===== src/asp_pkg.sv =====
package asp_pkg;

  // Input operation codes
  typedef enum logic [1:0] {
    OP_FRAME = 2'd0,
    OP_SPS   = 2'd1,
    OP_PPS   = 2'd2,
    OP_NONE  = 2'd3
  } asp_op_e;

  // Source of an output beat
  typedef enum logic [1:0] {
    SRC_CONST = 2'd0,
    SRC_SPS   = 2'd1,
    SRC_PPS   = 2'd2,
    SRC_MARK  = 2'd3
  } asp_src_e;

  localparam logic [7:0] NAL_TYPE_MASK = 8'h1F;
  localparam logic [7:0] NAL_TYPE_IDR  = 8'h05;
  localparam logic [7:0] SC_ZERO       = 8'h00;
  localparam logic [7:0] SC_ONE        = 8'h01;
  localparam int unsigned MinTableLen  = 4;
  localparam int unsigned StartCodeLen = 4;

  // Emission plan for one frame byte, handed from scanner to sequencer
  typedef struct packed {
    logic       idr;   // SPS/PPS insertion ahead of the unit
    logic       hdr;   // fresh start code ahead of the unit
    logic [2:0] nz;    // held zeros to release
    logic       eb;    // emit the carried byte
    logic [7:0] byt;   // the carried byte
    logic       last;  // frame ends with this byte
  } asp_plan_t;

endpackage


===== src/asp_ram.sv =====
module asp_ram #(
  parameter int unsigned Width = 8,
  parameter int unsigned Depth = 32,
  localparam int unsigned AddrW = (Depth > 1) ? $clog2(Depth) : 1
) (
  input  logic             clk_i,
  input  logic             we_i,
  input  logic [AddrW-1:0] waddr_i,
  input  logic [Width-1:0] wdata_i,
  input  logic             re_i,
  input  logic [AddrW-1:0] raddr_i,
  output logic [Width-1:0] rdata_o
);

  logic [Width-1:0] mem_q [Depth];
  logic [Width-1:0] rdata_q;

  // one write port, one registered read port that holds without re_i
  always_ff @(posedge clk_i) begin
    if (we_i) begin
      mem_q[waddr_i] <= wdata_i;
    end
    if (re_i) begin
      rdata_q <= mem_q[raddr_i];
    end
  end

  assign rdata_o = rdata_q;

endmodule


===== src/asp_scan.sv =====
module asp_scan
  import asp_pkg::*;
#(
  parameter int unsigned SPS_DEPTH = 32,
  parameter int unsigned PPS_DEPTH = 16,
  localparam int unsigned SpsLenW  = $clog2(SPS_DEPTH + 1),
  localparam int unsigned PpsLenW  = $clog2(PPS_DEPTH + 1),
  localparam int unsigned SpsAddrW = $clog2(SPS_DEPTH),
  localparam int unsigned PpsAddrW = $clog2(PPS_DEPTH)
) (
  input  logic                clk_i,
  input  logic                rst_ni,
  input  logic                in_fire_i,
  input  logic [1:0]          op_i,
  input  logic [7:0]          data_i,
  input  logic                last_i,
  output logic                sps_we_o,
  output logic [SpsAddrW-1:0] sps_waddr_o,
  output logic                pps_we_o,
  output logic [PpsAddrW-1:0] pps_waddr_o,
  output logic [7:0]          wdata_o,
  output logic [SpsLenW-1:0]  sps_len_o,
  output logic [PpsLenW-1:0]  pps_len_o,
  output logic                plan_valid_o,
  output asp_plan_t           plan_o
);

  logic [SpsLenW-1:0] sps_len_q, sps_len_d, sps_len_eff;
  logic [PpsLenW-1:0] pps_len_q, pps_len_d, pps_len_eff;
  logic [1:0]         ovf_q, ovf_d;
  logic [1:0]         lip_q, lip_d;
  logic [1:0]         pz_q, pz_d;
  logic               iu_q, iu_d;
  logic               hp_q, hp_d;
  logic               tables_ok;
  logic               sps_room, pps_room;
  asp_plan_t          plan;

  // table load: first beat of a load restarts the table
  assign sps_len_eff = lip_q[0] ? sps_len_q : '0;
  assign pps_len_eff = lip_q[1] ? pps_len_q : '0;
  assign sps_room    = sps_len_eff < SpsLenW'(SPS_DEPTH);
  assign pps_room    = pps_len_eff < PpsLenW'(PPS_DEPTH);

  assign sps_we_o    = in_fire_i && (op_i == OP_SPS) && sps_room;
  assign pps_we_o    = in_fire_i && (op_i == OP_PPS) && pps_room;
  assign sps_waddr_o = sps_len_eff[SpsAddrW-1:0];
  assign pps_waddr_o = pps_len_eff[PpsAddrW-1:0];
  assign wdata_o     = data_i;

  assign tables_ok = (sps_len_q >= SpsLenW'(MinTableLen)) &&
                     (pps_len_q >= PpsLenW'(MinTableLen)) && (ovf_q == 2'b00);

  // scan state and emission plan
  always_comb begin
    sps_len_d = sps_len_q;
    pps_len_d = pps_len_q;
    ovf_d     = ovf_q;
    lip_d     = lip_q;
    pz_d      = pz_q;
    iu_d      = iu_q;
    hp_d      = hp_q;
    plan      = '0;
    plan.byt  = data_i;
    plan.last = last_i;

    case (op_i)
      OP_SPS: begin
        lip_d[0] = 1'b1;
        if (!lip_q[0]) begin
          ovf_d[0] = 1'b0;
        end
        if (sps_room) begin
          sps_len_d = sps_len_eff + SpsLenW'(1);
        end else begin
          sps_len_d = sps_len_eff;
          ovf_d[0]  = 1'b1;
        end
        if (last_i) begin
          lip_d[0] = 1'b0;
        end
      end
      OP_PPS: begin
        lip_d[1] = 1'b1;
        if (!lip_q[1]) begin
          ovf_d[1] = 1'b0;
        end
        if (pps_room) begin
          pps_len_d = pps_len_eff + PpsLenW'(1);
        end else begin
          pps_len_d = pps_len_eff;
          ovf_d[1]  = 1'b1;
        end
        if (last_i) begin
          lip_d[1] = 1'b0;
        end
      end
      OP_FRAME: begin
        if ((pz_q == 2'd3) && (data_i == SC_ONE)) begin
          // start code completed
          pz_d = 2'd0;
          iu_d = 1'b1;
          hp_d = 1'b1;
        end else if (hp_q) begin
          // first byte of a unit
          hp_d     = 1'b0;
          plan.hdr = 1'b1;
          plan.idr = (data_i & NAL_TYPE_MASK) == NAL_TYPE_IDR;
          plan.eb  = (data_i != SC_ZERO) || last_i;
          pz_d     = (data_i == SC_ZERO) ? 2'd1 : 2'd0;
        end else if (data_i == SC_ZERO) begin
          if (pz_q != 2'd3) begin
            pz_d = pz_q + 2'd1;
            if (last_i && iu_q) begin
              plan.nz = {1'b0, pz_q} + 3'd1;
            end
          end else if (iu_q) begin
            // fourth zero and beyond passes through; frame end adds the held three
            plan.nz = last_i ? 3'd4 : 3'd1;
          end
        end else begin
          if (iu_q) begin
            plan.nz = {1'b0, pz_q};
            plan.eb = 1'b1;
          end
          pz_d = 2'd0;
        end
        if (last_i) begin
          pz_d = 2'd0;
          iu_d = 1'b0;
          hp_d = 1'b0;
        end
        if (!tables_ok) begin
          plan.idr = 1'b0;
          plan.hdr = 1'b0;
          plan.nz  = 3'd0;
          plan.eb  = 1'b0;
        end
      end
      default: begin
      end
    endcase
  end

  always_ff @(posedge clk_i or negedge rst_ni) begin
    if (!rst_ni) begin
      sps_len_q <= '0;
      pps_len_q <= '0;
      ovf_q     <= 2'b00;
      lip_q     <= 2'b00;
      pz_q      <= 2'd0;
      iu_q      <= 1'b0;
      hp_q      <= 1'b0;
    end else if (in_fire_i) begin
      sps_len_q <= sps_len_d;
      pps_len_q <= pps_len_d;
      ovf_q     <= ovf_d;
      lip_q     <= lip_d;
      pz_q      <= pz_d;
      iu_q      <= iu_d;
      hp_q      <= hp_d;
    end
  end

  assign sps_len_o    = sps_len_q;
  assign pps_len_o    = pps_len_q;
  assign plan_valid_o = in_fire_i && (op_i == OP_FRAME);
  assign plan_o       = plan;

endmodule


===== src/asp_seq.sv =====
module asp_seq
  import asp_pkg::*;
#(
  parameter int unsigned SPS_DEPTH = 32,
  parameter int unsigned PPS_DEPTH = 16,
  localparam int unsigned SpsLenW  = $clog2(SPS_DEPTH + 1),
  localparam int unsigned PpsLenW  = $clog2(PPS_DEPTH + 1),
  localparam int unsigned SpsAddrW = $clog2(SPS_DEPTH),
  localparam int unsigned PpsAddrW = $clog2(PPS_DEPTH),
  localparam int unsigned CntW     = (SpsLenW > PpsLenW) ? SpsLenW : PpsLenW
) (
  input  logic                clk_i,
  input  logic                rst_ni,
  input  logic                plan_valid_i,
  input  asp_plan_t           plan_i,
  input  logic [SpsLenW-1:0]  sps_len_i,
  input  logic [PpsLenW-1:0]  pps_len_i,
  input  logic [7:0]          sps_rdata_i,
  input  logic [7:0]          pps_rdata_i,
  output logic                in_ready_o,
  output logic                sps_re_o,
  output logic [SpsAddrW-1:0] sps_raddr_o,
  output logic                pps_re_o,
  output logic [PpsAddrW-1:0] pps_raddr_o,
  output logic [7:0]          data_res_o,
  output logic                data_valid_o,
  output logic                run_last_o,
  output logic                frame_end_o,
  output logic                out_valid_o,
  input  logic                out_ready_i
);

  typedef enum logic [3:0] {
    S_IDLE,
    S_SC1,
    S_SPS,
    S_SC2,
    S_PPS,
    S_SC3,
    S_ZERO,
    S_BYTE,
    S_MARK
  } state_e;

  state_e      state_q, state_next, state_entry;
  logic [CntW-1:0] cnt_q;
  logic [CntW-1:0] phase_len;
  logic        phase_end;
  logic        adv;
  asp_plan_t   plan_q;
  logic        tok_valid_q;
  asp_src_e    tok_src_q;
  logic [7:0]  tok_byte_q;
  logic        tok_last_q;
  logic        tok_fe_q;
  logic [7:0]  sc_byte;

  // output stage takes a new beat when empty or being drained
  assign adv = !tok_valid_q || out_ready_i;

  // length of the current phase, and the shared end compare
  always_comb begin
    case (state_q)
      S_SC1, S_SC2, S_SC3: phase_len = CntW'(StartCodeLen);
      S_SPS:               phase_len = CntW'(sps_len_i);
      S_PPS:               phase_len = CntW'(pps_len_i);
      S_ZERO:              phase_len = CntW'(plan_q.nz);
      default:             phase_len = CntW'(1);
    endcase
  end
  assign phase_end = cnt_q == (phase_len - CntW'(1));

  // next non-empty phase
  always_comb begin
    case (state_q)
      S_SC1:   state_next = S_SPS;
      S_SPS:   state_next = S_SC2;
      S_SC2:   state_next = S_PPS;
      S_PPS:   state_next = S_SC3;
      S_SC3:   state_next = (plan_q.nz != 3'd0) ? S_ZERO : (plan_q.eb ? S_BYTE : S_IDLE);
      S_ZERO:  state_next = plan_q.eb ? S_BYTE : S_IDLE;
      default: state_next = S_IDLE;
    endcase
  end

  // first phase of a new plan
  always_comb begin
    if (plan_i.idr) begin
      state_entry = S_SC1;
    end else if (plan_i.hdr) begin
      state_entry = S_SC3;
    end else if (plan_i.nz != 3'd0) begin
      state_entry = S_ZERO;
    end else if (plan_i.eb) begin
      state_entry = S_BYTE;
    end else if (plan_i.last) begin
      state_entry = S_MARK;
    end else begin
      state_entry = S_IDLE;
    end
  end

  assign sc_byte = (cnt_q[1:0] == 2'd3) ? SC_ONE : SC_ZERO;

  // table reads issued as the beat is loaded into the output stage, so the data arrives with it
  assign sps_re_o    = adv && (state_q == S_SPS);
  assign pps_re_o    = adv && (state_q == S_PPS);
  assign sps_raddr_o = cnt_q[SpsAddrW-1:0];
  assign pps_raddr_o = cnt_q[PpsAddrW-1:0];

  // sequencer and output stage
  always_ff @(posedge clk_i or negedge rst_ni) begin
    if (!rst_ni) begin
      state_q     <= S_IDLE;
      cnt_q       <= '0;
      plan_q      <= '0;
      tok_valid_q <= 1'b0;
      tok_src_q   <= SRC_CONST;
      tok_byte_q  <= 8'h00;
      tok_last_q  <= 1'b0;
      tok_fe_q    <= 1'b0;
    end else begin
      if (adv) begin
        if (state_q != S_IDLE) begin
          tok_valid_q <= 1'b1;
          tok_last_q  <= phase_end && (state_next == S_IDLE);
          tok_fe_q    <= phase_end && (state_next == S_IDLE) && plan_q.last;
          case (state_q)
            S_SPS: begin
              tok_src_q  <= SRC_SPS;
              tok_byte_q <= 8'h00;
            end
            S_PPS: begin
              tok_src_q  <= SRC_PPS;
              tok_byte_q <= 8'h00;
            end
            S_BYTE: begin
              tok_src_q  <= SRC_CONST;
              tok_byte_q <= plan_q.byt;
            end
            S_MARK: begin
              tok_src_q  <= SRC_MARK;
              tok_byte_q <= 8'h00;
            end
            S_ZERO: begin
              tok_src_q  <= SRC_CONST;
              tok_byte_q <= SC_ZERO;
            end
            default: begin
              tok_src_q  <= SRC_CONST;
              tok_byte_q <= sc_byte;
            end
          endcase
          if (phase_end) begin
            state_q <= state_next;
            cnt_q   <= '0;
          end else begin
            cnt_q <= cnt_q + CntW'(1);
          end
        end else begin
          tok_valid_q <= 1'b0;
        end
      end
      if ((state_q == S_IDLE) && plan_valid_i) begin
        plan_q  <= plan_i;
        state_q <= state_entry;
        cnt_q   <= '0;
      end
    end
  end

  assign in_ready_o = state_q == S_IDLE;

  always_comb begin
    case (tok_src_q)
      SRC_SPS: data_res_o = sps_rdata_i;
      SRC_PPS: data_res_o = pps_rdata_i;
      default: data_res_o = tok_byte_q;
    endcase
  end

  assign data_valid_o = tok_src_q != SRC_MARK;
  assign run_last_o   = tok_last_q;
  assign frame_end_o  = tok_fe_q;
  assign out_valid_o  = tok_valid_q;

endmodule


===== src/annexb_sps_pps_injector.sv =====
// Re-frames an H.264 Annex B byte stream. Frame bytes (op 0) are scanned for
// 4-byte start codes 00 00 00 01; every NAL unit leaves behind a fresh start
// code, and an IDR unit is preceded by start code + SPS + start code + PPS,
// taken from tables loaded with op 1 (SPS) and op 2 (PPS). With a table
// below MinTableLen bytes or overflowed, a frame yields only its end marker.
// Table beats and frame bytes that produce nothing never hold off the input.
// A frame byte that produces output beats holds off the input until its last
// beat is issued, since one sequencer walks the start codes, the table reads
// and the held zeros one beat per cycle while out_ready_i stays high. The
// first byte of an IDR unit produces up to 13 + SPS length + PPS length
// beats. A registered output beat may wait on out_ready_i while the next
// item is already taken. A frame's last byte always ends in a beat with
// frame_end_o set; with nothing else to carry, it has data_valid_o low.
module annexb_sps_pps_injector
  import asp_pkg::*;
#(
  parameter int unsigned SPS_DEPTH = 32,
  parameter int unsigned PPS_DEPTH = 16
) (
  input  logic       clk_i,
  input  logic       rst_ni,
  input  logic       in_valid_i,
  output logic       in_ready_o,
  input  logic [1:0] op_i,
  input  logic [7:0] data_i,
  input  logic       last_i,
  output logic       out_valid_o,
  input  logic       out_ready_i,
  output logic [7:0] data_res_o,
  output logic       data_valid_o,
  output logic       run_last_o,
  output logic       frame_end_o
);

  localparam int unsigned SpsLenW  = $clog2(SPS_DEPTH + 1);
  localparam int unsigned PpsLenW  = $clog2(PPS_DEPTH + 1);
  localparam int unsigned SpsAddrW = $clog2(SPS_DEPTH);
  localparam int unsigned PpsAddrW = $clog2(PPS_DEPTH);

  logic                in_fire;
  logic                sps_we, pps_we, sps_re, pps_re;
  logic [SpsAddrW-1:0] sps_waddr, sps_raddr;
  logic [PpsAddrW-1:0] pps_waddr, pps_raddr;
  logic [7:0]          wdata, sps_rdata, pps_rdata;
  logic [SpsLenW-1:0]  sps_len;
  logic [PpsLenW-1:0]  pps_len;
  logic                plan_valid;
  asp_plan_t           plan;

  assign in_fire = in_valid_i && in_ready_o;

  // start-code scanner and table bookkeeping
  asp_scan #(
    .SPS_DEPTH(SPS_DEPTH),
    .PPS_DEPTH(PPS_DEPTH)
  ) u_scan (
    .clk_i       (clk_i),
    .rst_ni      (rst_ni),
    .in_fire_i   (in_fire),
    .op_i        (op_i),
    .data_i      (data_i),
    .last_i      (last_i),
    .sps_we_o    (sps_we),
    .sps_waddr_o (sps_waddr),
    .pps_we_o    (pps_we),
    .pps_waddr_o (pps_waddr),
    .wdata_o     (wdata),
    .sps_len_o   (sps_len),
    .pps_len_o   (pps_len),
    .plan_valid_o(plan_valid),
    .plan_o      (plan)
  );

  // parameter-set tables
  asp_ram #(
    .Width(8),
    .Depth(SPS_DEPTH)
  ) u_sps_ram (
    .clk_i  (clk_i),
    .we_i   (sps_we),
    .waddr_i(sps_waddr),
    .wdata_i(wdata),
    .re_i   (sps_re),
    .raddr_i(sps_raddr),
    .rdata_o(sps_rdata)
  );

  asp_ram #(
    .Width(8),
    .Depth(PPS_DEPTH)
  ) u_pps_ram (
    .clk_i  (clk_i),
    .we_i   (pps_we),
    .waddr_i(pps_waddr),
    .wdata_i(wdata),
    .re_i   (pps_re),
    .raddr_i(pps_raddr),
    .rdata_o(pps_rdata)
  );

  // output sequencer
  asp_seq #(
    .SPS_DEPTH(SPS_DEPTH),
    .PPS_DEPTH(PPS_DEPTH)
  ) u_seq (
    .clk_i       (clk_i),
    .rst_ni      (rst_ni),
    .plan_valid_i(plan_valid),
    .plan_i      (plan),
    .sps_len_i   (sps_len),
    .pps_len_i   (pps_len),
    .sps_rdata_i (sps_rdata),
    .pps_rdata_i (pps_rdata),
    .in_ready_o  (in_ready_o),
    .sps_re_o    (sps_re),
    .sps_raddr_o (sps_raddr),
    .pps_re_o    (pps_re),
    .pps_raddr_o (pps_raddr),
    .data_res_o  (data_res_o),
    .data_valid_o(data_valid_o),
    .run_last_o  (run_last_o),
    .frame_end_o (frame_end_o),
    .out_valid_o (out_valid_o),
    .out_ready_i (out_ready_i)
  );

  // table lengths never pass their store depth
  a_len_bound: assert property (@(posedge clk_i) disable iff (!rst_ni)
    (sps_len <= SpsLenW'(SPS_DEPTH)) && (pps_len <= PpsLenW'(PPS_DEPTH)))
    else $error("table length beyond depth");

  // a bare marker beat only closes a frame
  a_marker: assert property (@(posedge clk_i) disable iff (!rst_ni)
    (out_valid_o && !data_valid_o) |-> (run_last_o && frame_end_o))
    else $error("marker beat outside frame end");

  // frame end is always the last beat of its item
  a_fe_last: assert property (@(posedge clk_i) disable iff (!rst_ni)
    (out_valid_o && frame_end_o) |-> run_last_o)
    else $error("frame end not on last beat");

  // a frame's last byte always produces at least one beat
  a_last_busy: assert property (@(posedge clk_i) disable iff (!rst_ni)
    (in_fire && (op_i == OP_FRAME) && last_i) |=> !in_ready_o)
    else $error("frame end produced no beat");

endmodule


===== config.mk =====
export PLATFORM = sky130hd
export DESIGN_NAME = annexb_sps_pps_injector
export DESIGN_NICKNAME = d
export VERILOG_FILES = /design/src/asp_pkg.sv /design/src/asp_ram.sv /design/src/asp_scan.sv /design/src/asp_seq.sv /design/src/annexb_sps_pps_injector.sv
export SDC_FILE = /design/constraint.sdc
export NUM_CORES = 1
export LEC_CHECK = 0
export BUFFER_PORTS_ARGS = -buffer_cell sky130_fd_sc_hd__buf_2
export CORE_MARGIN = 2
export CORE_UTILIZATION = 50
export DETAILED_ROUTE_END_ITERATION = 10
export GPL_TIMING_DRIVEN = 1
export PLACE_DENSITY_LB_ADDON = 0.05
export SLEW_MARGIN = 20
export SYNTH_ARGS = -nofsm -noshare
export SYNTH_HDL_FRONTEND = slang
export SYNTH_SLANG_ARGS = --single-unit

===== constraint.sdc =====
create_clock -name clk_i -period 3.4 [get_ports clk_i]
set_input_delay 0.34 -clock clk_i [delete_from_list [all_inputs] [get_ports clk_i]]
set_output_delay 0.34 -clock clk_i [all_outputs]
set_load 0.03 [all_outputs]

==> Yosys cells after proc, flatten, opt, wreduce, memory -nomap -nowiden <==
Memories as Yosys holds them, arrays and structs flattened. A register that Yosys moved wholly into a read port is not among the register bits.
Index checks and enable logic that the tools add are counted.
{ "totals": {"n_memories": 2, "latchBits": 0, "out_inout_bits": 13, "in_bits": 15, "ff_bits": 55, "mem_bits_rw": 384, "mem_bits_ro": 0} }
{ "mem_list": {"columns": ["name", "words", "word_bits", "rd", "rd_ports_with_merged_regs", "wr", "line_no", "rtl"], "rows": [
  ["u_sps_ram.mem_q", 32, 8, 1, 1, 1, "asp_ram.sv:15", "logic [Width-1:0] mem_q [Depth];"],
  ["u_pps_ram.mem_q", 16, 8, 1, 1, 1, "asp_ram.sv:15", null]
]} }
{ "op_classes": {"bitwise": 0, "n_reduce_logical": 43, "shift": 0, "add_sub_neg": 6, "n_eq_ne": 22, "n_div": 0, "mux": 58, "n_lt_le_gt_ge": 4, "n_mul": 0} }
{ "op_table": {"columns": ["operator", "count"], "rows": [
  ["$mux W6", 9],
  ["$mux W4", 10],
  ["$pmux W8 S2", 2],
  ["$mux W3", 8],
  ["$pmux W4 S6", 1],
  ["$pmux W6 S4", 1],
  ["$mux W1", 18],
  ["$eq A4 B3 Y1 const B", 4],
  ["$logic_and A1 B1 Y1", 15],
  ["$reduce_and A3 Y1", 5],
  ["$add A6 B1 Y6 const B", 2],
  ["$mux W2", 6],
  ["$mux W5", 2],
  ["$reduce_and A2 Y1", 5],
  ["$eq A2 B2 Y1 const B", 4],
  ["$eq A4 B2 Y1 const B", 2],
  ["$eq A8 B1 Y1 const B", 1],
  ["$logic_not A4 Y1", 2],
  ["$logic_not A8 Y1", 1],
  ["$ne A2 B2 Y1 const B", 4],
  ["$reduce_bool A2 Y1", 4],
  ["$reduce_bool A8 Y1", 1],
  ["$eq A6 B6 Y1", 1],
  ["$ge A6 B3 Y1 const B", 1],
  ["20 further kinds", 24]
]} }

==> Depth between registers and ports, before layout <==
{ "depth": {"ltp_word": 13, "depth_mapped": 13, "mapped_depth_nobuf": 12} }

==> Hierarchy <==
Synthesis repeated with hierarchy kept, for this count alone.
{ "unflattened": {"cells_unflattened": 1112, "hier_area_um2": 19427.4} }
{ "modules_own_cells": {"columns": ["mod", "cells_per_inst", "seq_area_each_um2", "area_each_um2", "instances"], "rows": [
  ["asp_ram (u_sps_ram)", 417, 7927.6, 10133.5, 1],
  ["asp_ram (u_pps_ram)", 229, 4083.9, 5227.5, 1],
  ["asp_seq", 305, 900.9, 2651.3, 1],
  ["asp_scan", 160, 475.5, 1408.9, 1],
  ["annexb_sps_pps_injector", 1, 0.0, 6.3, 1]
]} }

==> Least setup slack after synthesis <==
No wires, ideal clock.
{ "synth_path": {"path_type": "register to register", "from": "register u_seq.state_q[2]", "to": "memory u_pps_ram.mem_q[5][0] (enable)", "required_time_ps": 3017, "path_stages_with_launch": 8, "synth_period_minus_slack_ps": 2958, "arrival_time_ps": 2575, "n_path_buf": 2, "setup_slack_ps": 442, "path_cell_list": "dfrtp_1 buf_4 buf_6 nor4_4 nand2_2 nor3b_2 nand2_1 nor3_1"} }
{ "synth_between": {"elab_chain_len": 6} }
{ "synth_lines": {"columns": ["element", "line_no", "rtl"], "rows": [
  ["from (decl)", "asp_seq.sv:45", "state_e state_q, state_next, state_entry;"],
  ["from (signal assigned)", "asp_seq.sv:155", "state_q <= state_next;"],
  ["from (signal assigned)", "asp_seq.sv:166", "state_q <= state_entry;"],
  ["$logic_not A4 Y1", "asp_seq.sv:172", "assign in_ready_o = state_q == S_IDLE;"],
  ["named net in_ready_o", "annexb_sps_pps_injector.sv:23", "output logic in_ready_o,"],
  ["$logic_and A1 B1 Y1", "annexb_sps_pps_injector.sv:50", "assign in_fire = in_valid_i && in_ready_o;"],
  ["$logic_and A1 B1 Y1 (2 in series)", "asp_scan.sv:46", "assign pps_we_o = in_fire_i && (op_i == OP_PPS) && pps_room;"],
  ["$mux W1", "asp_ram.sv:20", "if (we_i) begin"],
  ["$mux W1 (not written as such)", "asp_ram.sv:21", "mem_q[waddr_i] <= wdata_i;"],
  ["to (decl)", "asp_ram.sv:15", null]
]} }
The timed path passes the listed nets, and every way through them passes these cells.

==> Worst setup path after layout <==
{ "layout_path": {"from": "register u_seq.state_q[0]", "to": "register u_seq.state_q[2]"} }
{ "layout_between": {"elab_chain_len": 7} }
{ "layout_lines": {"columns": ["element", "line_no", "rtl"], "rows": [
  ["$eq A4 B1 Y1, or another cell as far along", "asp_seq.sv:63, asp_seq.sv:75", null],
  ["$reduce_or A3 Y1", "asp_seq.sv:63", "case (state_q)"],
  ["$pmux W6 S4", "asp_seq.sv:63", null],
  ["$sub A6 B1 Y6", "asp_seq.sv:71", "assign phase_end = cnt_q == (phase_len - CntW'(1));"],
  ["$eq A6 B6 Y1", "asp_seq.sv:71", null],
  ["$reduce_bool A2 Y1 (no source line)", null, null],
  ["$reduce_and A3 Y1 (no source line)", null, null]
]} }
Several ways; a longest one is shown, not always the timed one. The select of a mux whose other input is x is not followed.
A chain may end at the register's enable or synchronous reset.

==> report_table.html <==
<table>
<tr><th>Metric</th><th>Value</th></tr>
<tr><th colspan="2">Run status</th></tr>
<tr><td>Run status</td><td>finished clean</td></tr>
<tr><th colspan="2">Routing</th></tr>
<tr><td>Wirelength per Cell</td><td>24.6 um</td></tr>
<tr><td>DRC violations left</td><td>0</td></tr>
<tr><td>First-pass DRT Iterations</td><td>5</td></tr>
<tr><td>Drt total wl</td><td>around 42000 um</td></tr>
<tr><td>Violation count after the first detailed-route iteration</td><td>701</td></tr>
<tr><td>Post-DR vias/cell</td><td>roughly 5.8</td></tr>
<tr><td>Antenna-violating nets left</td><td>0</td></tr>
<tr><td>Vias</td><td>9911</td></tr>
<tr><th colspan="2">Timing</th></tr>
<tr><td>Clock Skew</td><td>0.00934 ns</td></tr>
<tr><td>Worst rel slew slack</td><td>39.1%</td></tr>
<tr><td>Setup TNS</td><td>0 ns</td></tr>
<tr><td>Part of the cycle the worst path needs</td><td>90.0%</td></tr>
<tr><td>Fin Hold WS</td><td>0.141 ns</td></tr>
<tr><td>Total count of hold-check failures in the final report</td><td>0</td></tr>
<tr><td>Fin crit period</td><td>3.06 ns</td></tr>
<tr><td>Final count of negative-setup-slack endpoints</td><td>0</td></tr>
<tr><td>Max-slew violation total from the final report</td><td>0</td></tr>
<tr><td>Slew of the pin with the lowest slew margin</td><td>0.906 ns</td></tr>
<tr><td>Fmax achieved</td><td>327 MHz</td></tr>
<tr><td>RSZ-0062 raised after global routing</td><td>no</td></tr>
<tr><th colspan="2">Power and ir drop</th></tr>
<tr><td>Peak ir drop on the vdd network</td><td>452 uV</td></tr>
<tr><td>Part of the power in the clock network</td><td>31.4%</td></tr>
<tr><td>Proportion of power drawn by combinational gates</td><td>between 20% and 30%</td></tr>
<tr><td>Switching fraction of total power</td><td>29.3%</td></tr>
<tr><td>Power Total</td><td>15900 uW</td></tr>
<tr><td>Power per cell area</td><td>about 740 mW/mm2</td></tr>
<tr><td>Internal portion of total power</td><td>roughly 11000 uW</td></tr>
<tr><td>Net switching power of the design</td><td>between 4000 and 5000 uW</td></tr>
<tr><td>P_leak</td><td>0.00728 uW</td></tr>
<tr><td>Sequential group share of total power</td><td>42.5%</td></tr>
<tr><th colspan="2">Clocking</th></tr>
<tr><td>Later-pin clock latency in the skew report</td><td>0.57 ns</td></tr>
<tr><td># H-tree levels</td><td>2</td></tr>
<tr><td>Number of buffers on the longest clock path</td><td>3</td></tr>
<tr><td>Total CTS buffers</td><td>47</td></tr>
<tr><td>TritonCTS clock tree</td><td>built</td></tr>
<tr><td>Worst-path clk slew</td><td>approximately 0.06 ns</td></tr>
<tr><td>Cells resized by post-CTS repair</td><td>0</td></tr>
<tr><td>Total number of clock tree sinks</td><td>455</td></tr>
<tr><td>Total setup buffers inserted after CTS</td><td>0</td></tr>
<tr><td>Root Buffer</td><td>sky130_fd_sc_hd__clkbuf_16</td></tr>
<tr><th colspan="2">Floorplanning</th></tr>
<tr><td>Effective utilization at floorplan</td><td>50.4%</td></tr>
<tr><td>Die height</td><td>198 um</td></tr>
<tr><td>Total Die Area</td><td>0.0393 mm2</td></tr>
<tr><td>Area of the core</td><td>0.0374 mm2</td></tr>
<tr><td>Row Count</td><td>71</td></tr>
<tr><td>Chip width</td><td>about 200 um</td></tr>
<tr><td>Total I/O pin count</td><td>28</td></tr>
<tr><th colspan="2">Synth</th></tr>
<tr><td>Share of synthesized area spent on multiplexers</td><td>14.6%</td></tr>
<tr><td>Adder and majority cell fraction of the synthesized area</td><td>0.929%</td></tr>
<tr><td>Number of enable-type register cells in the synthesized netlist</td><td>400</td></tr>
<tr><td>Main combinational cell family by area after synthesis</td><td>multiplexers</td></tr>
<tr><td>Post-synthesis cell count</td><td>1080</td></tr>
<tr><td>Fraction of the yosys area taken by sequential cells</td><td>71.0%</td></tr>
<tr><td>Avg Inst Size Synth</td><td>17.5 um2</td></tr>
<tr><td>Flip-flop and latch count after synthesis</td><td>~460</td></tr>
<tr><td>Area share of xor/xnor cells in the synthesized design</td><td>less than 1%</td></tr>
<tr><td>Post-synthesis instance area</td><td>0.0189 mm2</td></tr>
<tr><td>Post-synth cell types</td><td>74</td></tr>
<tr><td>Yosys synthesis warning count</td><td>0</td></tr>
<tr><td>Main synth FF type</td><td>sky130_fd_sc_hd__edfxtp_1</td></tr>
<tr><td>Compound-Gate Fraction of Synth Area</td><td>3.45%</td></tr>
<tr><td>Post-synthesis async set-or-reset flop share</td><td>approximately an eighth</td></tr>
<tr><td>Syn nets</td><td>between 1000 and 1500</td></tr>
<tr><td>Simple logic cell fraction of the synthesized area</td><td>7.78%</td></tr>
<tr><th colspan="2">Final layout</th></tr>
<tr><td>Number of filler instances in the final layout</td><td>2880</td></tr>
<tr><td>Ratio of cells with drive above 1 in the final layout</td><td>about a quarter</td></tr>
<tr><td>Final design utilization</td><td>57.5%</td></tr>
<tr><td>Commonest cells after routing, fill and taps aside</td><td>sky130_fd_sc_hd__edfxtp_1, sky130_fd_sc_hd__nand2_1, sky130_fd_sc_hd__mux4_2</td></tr>
<tr><td>Area growth syn-to-layout</td><td>14.0%</td></tr>
<tr><td># nets final</td><td>around 1200</td></tr>
<tr><td>Most common cell after layout, fill and taps aside</td><td>sky130_fd_sc_hd__edfxtp_1</td></tr>
<tr><th colspan="2">Setup path</th></tr>
<tr><td>Critical path class</td><td>reg2reg</td></tr>
<tr><td>Data required time of the critical path</td><td>between 3 and 4 ns</td></tr>
<tr><td>Critical Path AT</td><td>3.52 ns</td></tr>
<tr><td>Largest driver fanout on the critical path</td><td>17</td></tr>
<tr><td>Worst setup SP type</td><td>flop</td></tr>
<tr><td>Crit. End Element</td><td>flop</td></tr>
<tr><th colspan="2">Placed design</th></tr>
<tr><td>Final Wtd Congestion</td><td>about 0.84</td></tr>
<tr><td>Post-detailed-placement half-perimeter wirelength</td><td>27300 um</td></tr>
<tr><td>Port buffer count</td><td>27</td></tr>
<tr><th colspan="2">Global routing</th></tr>
<tr><td>Vias in the first global route</td><td>approximately 9800</td></tr>
<tr><td>Grt total ovfl</td><td>0</td></tr>
<tr><td>Overall routing resource usage</td><td>22.7%</td></tr>
<tr><td>First-pass GRT wire length</td><td>between 60000 and 70000 um</td></tr>
<tr><td>Largest net degree at the start of global routing</td><td>51</td></tr>
<tr><td>Initial antenna violation count</td><td>1</td></tr>
<tr><th colspan="2">Flow run</th></tr>
<tr><td>Maximum capacitance violations</td><td>0</td></tr>
<tr><th colspan="2">Min path</th></tr>
<tr><td>Classification of the worst-slack hold path</td><td>in2reg</td></tr>
</table>
kinds of logic (layout without fill, tap and decap cells):
| group | count (synthesis) | count (layout) |
|---|---|---|
| DFF | 455 | 455 |
| other | 0 | 1 |
| and+or+nand+nor | 300 | 300 |
| adders and majority gates | 14 | 14 |
| xor gates and xnor gates | 11 | 11 |
| muxes | 124 | 124 |
| buffers and inverters | 77 | 206 |
| AOI/OAI and AO/OA | 99 | 99 |
flip-flops by register name (all words and copies together), names as in the netlist, 2 cells and up:
name / count
u_scan.pps_len_o: 5
u_scan.lip_q: 2
u_scan.pz_q: 2
u_seq.state_q: 4
u_sps_ram.rdata_o: 8
u_seq.tok_src_q: 2
u_seq.plan_q: 13
u_scan.ovf_q: 2
u_pps_ram.mem_q: 128
u_seq.tok_byte_q: 8
u_seq.cnt_q: 6
u_scan.sps_len_o: 6
u_sps_ram.mem_q: 256
u_pps_ram.rdata_o: 8
worst paths after layout:
| kind | startpoint | endpoint | slack [ns] | depth (start not counted) |
|---|---|---|---|---|
| min reg2reg | u_seq.plan_q[6] | u_seq.plan_q[6] | 0.48 | 2 |
| min | last_i | u_seq.plan_q[0] | 0.14 | 3 |
| max reg2reg | u_seq.state_q[0] | u_seq.state_q[2] | 0.34 | 12 |
| max | u_seq.state_q[0] | u_seq.state_q[2] | 0.34 | 12 |
| max in group asynchronous | rst_ni | u_seq.cnt_q[0] | 2.50 | 3 |
| min in group asynchronous | rst_ni | u_seq.plan_q[3] | 0.24 | 2 |
metrics by stage:
| step | worst slack (ns) | instance area [um2] | std cells |
|---|---|---|---|
| 3_5_place_dp | 0.422 | 20000 | 1634 |
| 2_1_floorplan | 0.442 | 18900 | 1080 |
| 3_3_place_gp | 0.572 | 20000 | 1634 |
| 6_report | 0.340 | 21500 | 1721 |
| 5_1_grt | 0.106 | 21500 | 1721 |
| 4_1_cts | 0.392 | 21500 | 1720 |
cell type report:
cell class                 count  area [um2]  area share (%)
inverter                      18        67.6           0.314
clock inverter                27         260            1.21
tap                          511         639            2.97
timing repair buffer         103         758            3.53
multi-input combinational    548        5150            24.0
clock buffer                  58        1220            5.66
antenna                        1        2.50          0.0116
sequential                   455       13400            62.3
what timing repair did:
item                       4_1_cts  5_1_grt
hold endpoints to repair        16        0
hold buffers                     1        0
setup endpoints to repair        0        0
routing by layer:
layer  track usage, %  share of wire, %
met1             32.5                44
met5                0                 0
met3             3.24               4.6
met2             36.3                49
met4             7.21               2.3
cell usage after synthesis (5+ instances only):
cell | count | area [um2]
sky130_fd_sc_hd__xnor2_1 | 5 | 43.8
sky130_fd_sc_hd__o21ai_0 | 29 | 145
sky130_fd_sc_hd__nor2_1 | 67 | 251
sky130_fd_sc_hd__buf_2 | 15 | 75.1
sky130_fd_sc_hd__nand3_1 | 27 | 135
sky130_fd_sc_hd__a21oi_1 | 19 | 95.1
sky130_fd_sc_hd__nand4b_1 | 5 | 43.8
sky130_fd_sc_hd__nor3_1 | 8 | 40.0
sky130_fd_sc_hd__clkbuf_1 | 33 | 124
sky130_fd_sc_hd__and2_1 | 6 | 37.5
sky130_fd_sc_hd__o21ai_1 | 5 | 25.0
sky130_fd_sc_hd__inv_1 | 16 | 60.1
sky130_fd_sc_hd__dfrtp_1 | 55 | 1380
sky130_fd_sc_hd__mux4_2 | 120 | 2700
sky130_fd_sc_hd__ha_1 | 14 | 175
sky130_fd_sc_hd__buf_1 | 5 | 18.8
sky130_fd_sc_hd__a22oi_1 | 8 | 60.1
sky130_fd_sc_hd__nor2b_1 | 6 | 37.5
sky130_fd_sc_hd__nand3b_1 | 11 | 82.6
sky130_fd_sc_hd__nand2b_1 | 5 | 31.3
sky130_fd_sc_hd__nand2_1 | 126 | 473
sky130_fd_sc_hd__edfxtp_1 | 400 | 12000
sky130_fd_sc_hd__xor2_1 | 6 | 52.6
worst max-delay path: stages, from the launching register on:
cell and delay [ns]:
sky130_fd_sc_hd__dfrtp_1 0.72, sky130_fd_sc_hd__nor2_1 0.13, sky130_fd_sc_hd__a22o_1 0.31, sky130_fd_sc_hd__nor2_1 0.21, sky130_fd_sc_hd__ha_1 0.25, sky130_fd_sc_hd__nand2_1 0.06, sky130_fd_sc_hd__a21oi_1 0.19, sky130_fd_sc_hd__o2111ai_1 0.15
sky130_fd_sc_hd__nand4b_1 0.12, sky130_fd_sc_hd__o2111a_1 0.22, sky130_fd_sc_hd__o211a_1 0.29, sky130_fd_sc_hd__mux2i_1 0.22, sky130_fd_sc_hd__o21ai_1 0.08
power groups by stage:
stage | logic [uW] | registers, uW | clock network [uW]
2_1_floorplan | 3170 | 6590 | 0
3_3_place_gp | 4190 | 6870 | 0
3_5_place_dp | 4220 | 6870 | 0
4_1_cts | 4230 | 6760 | 5120
5_1_grt | 4480 | 6800 | 5320
6_report | 4150 | 6760 | 4990
Power figures use the tool's default switching activity.
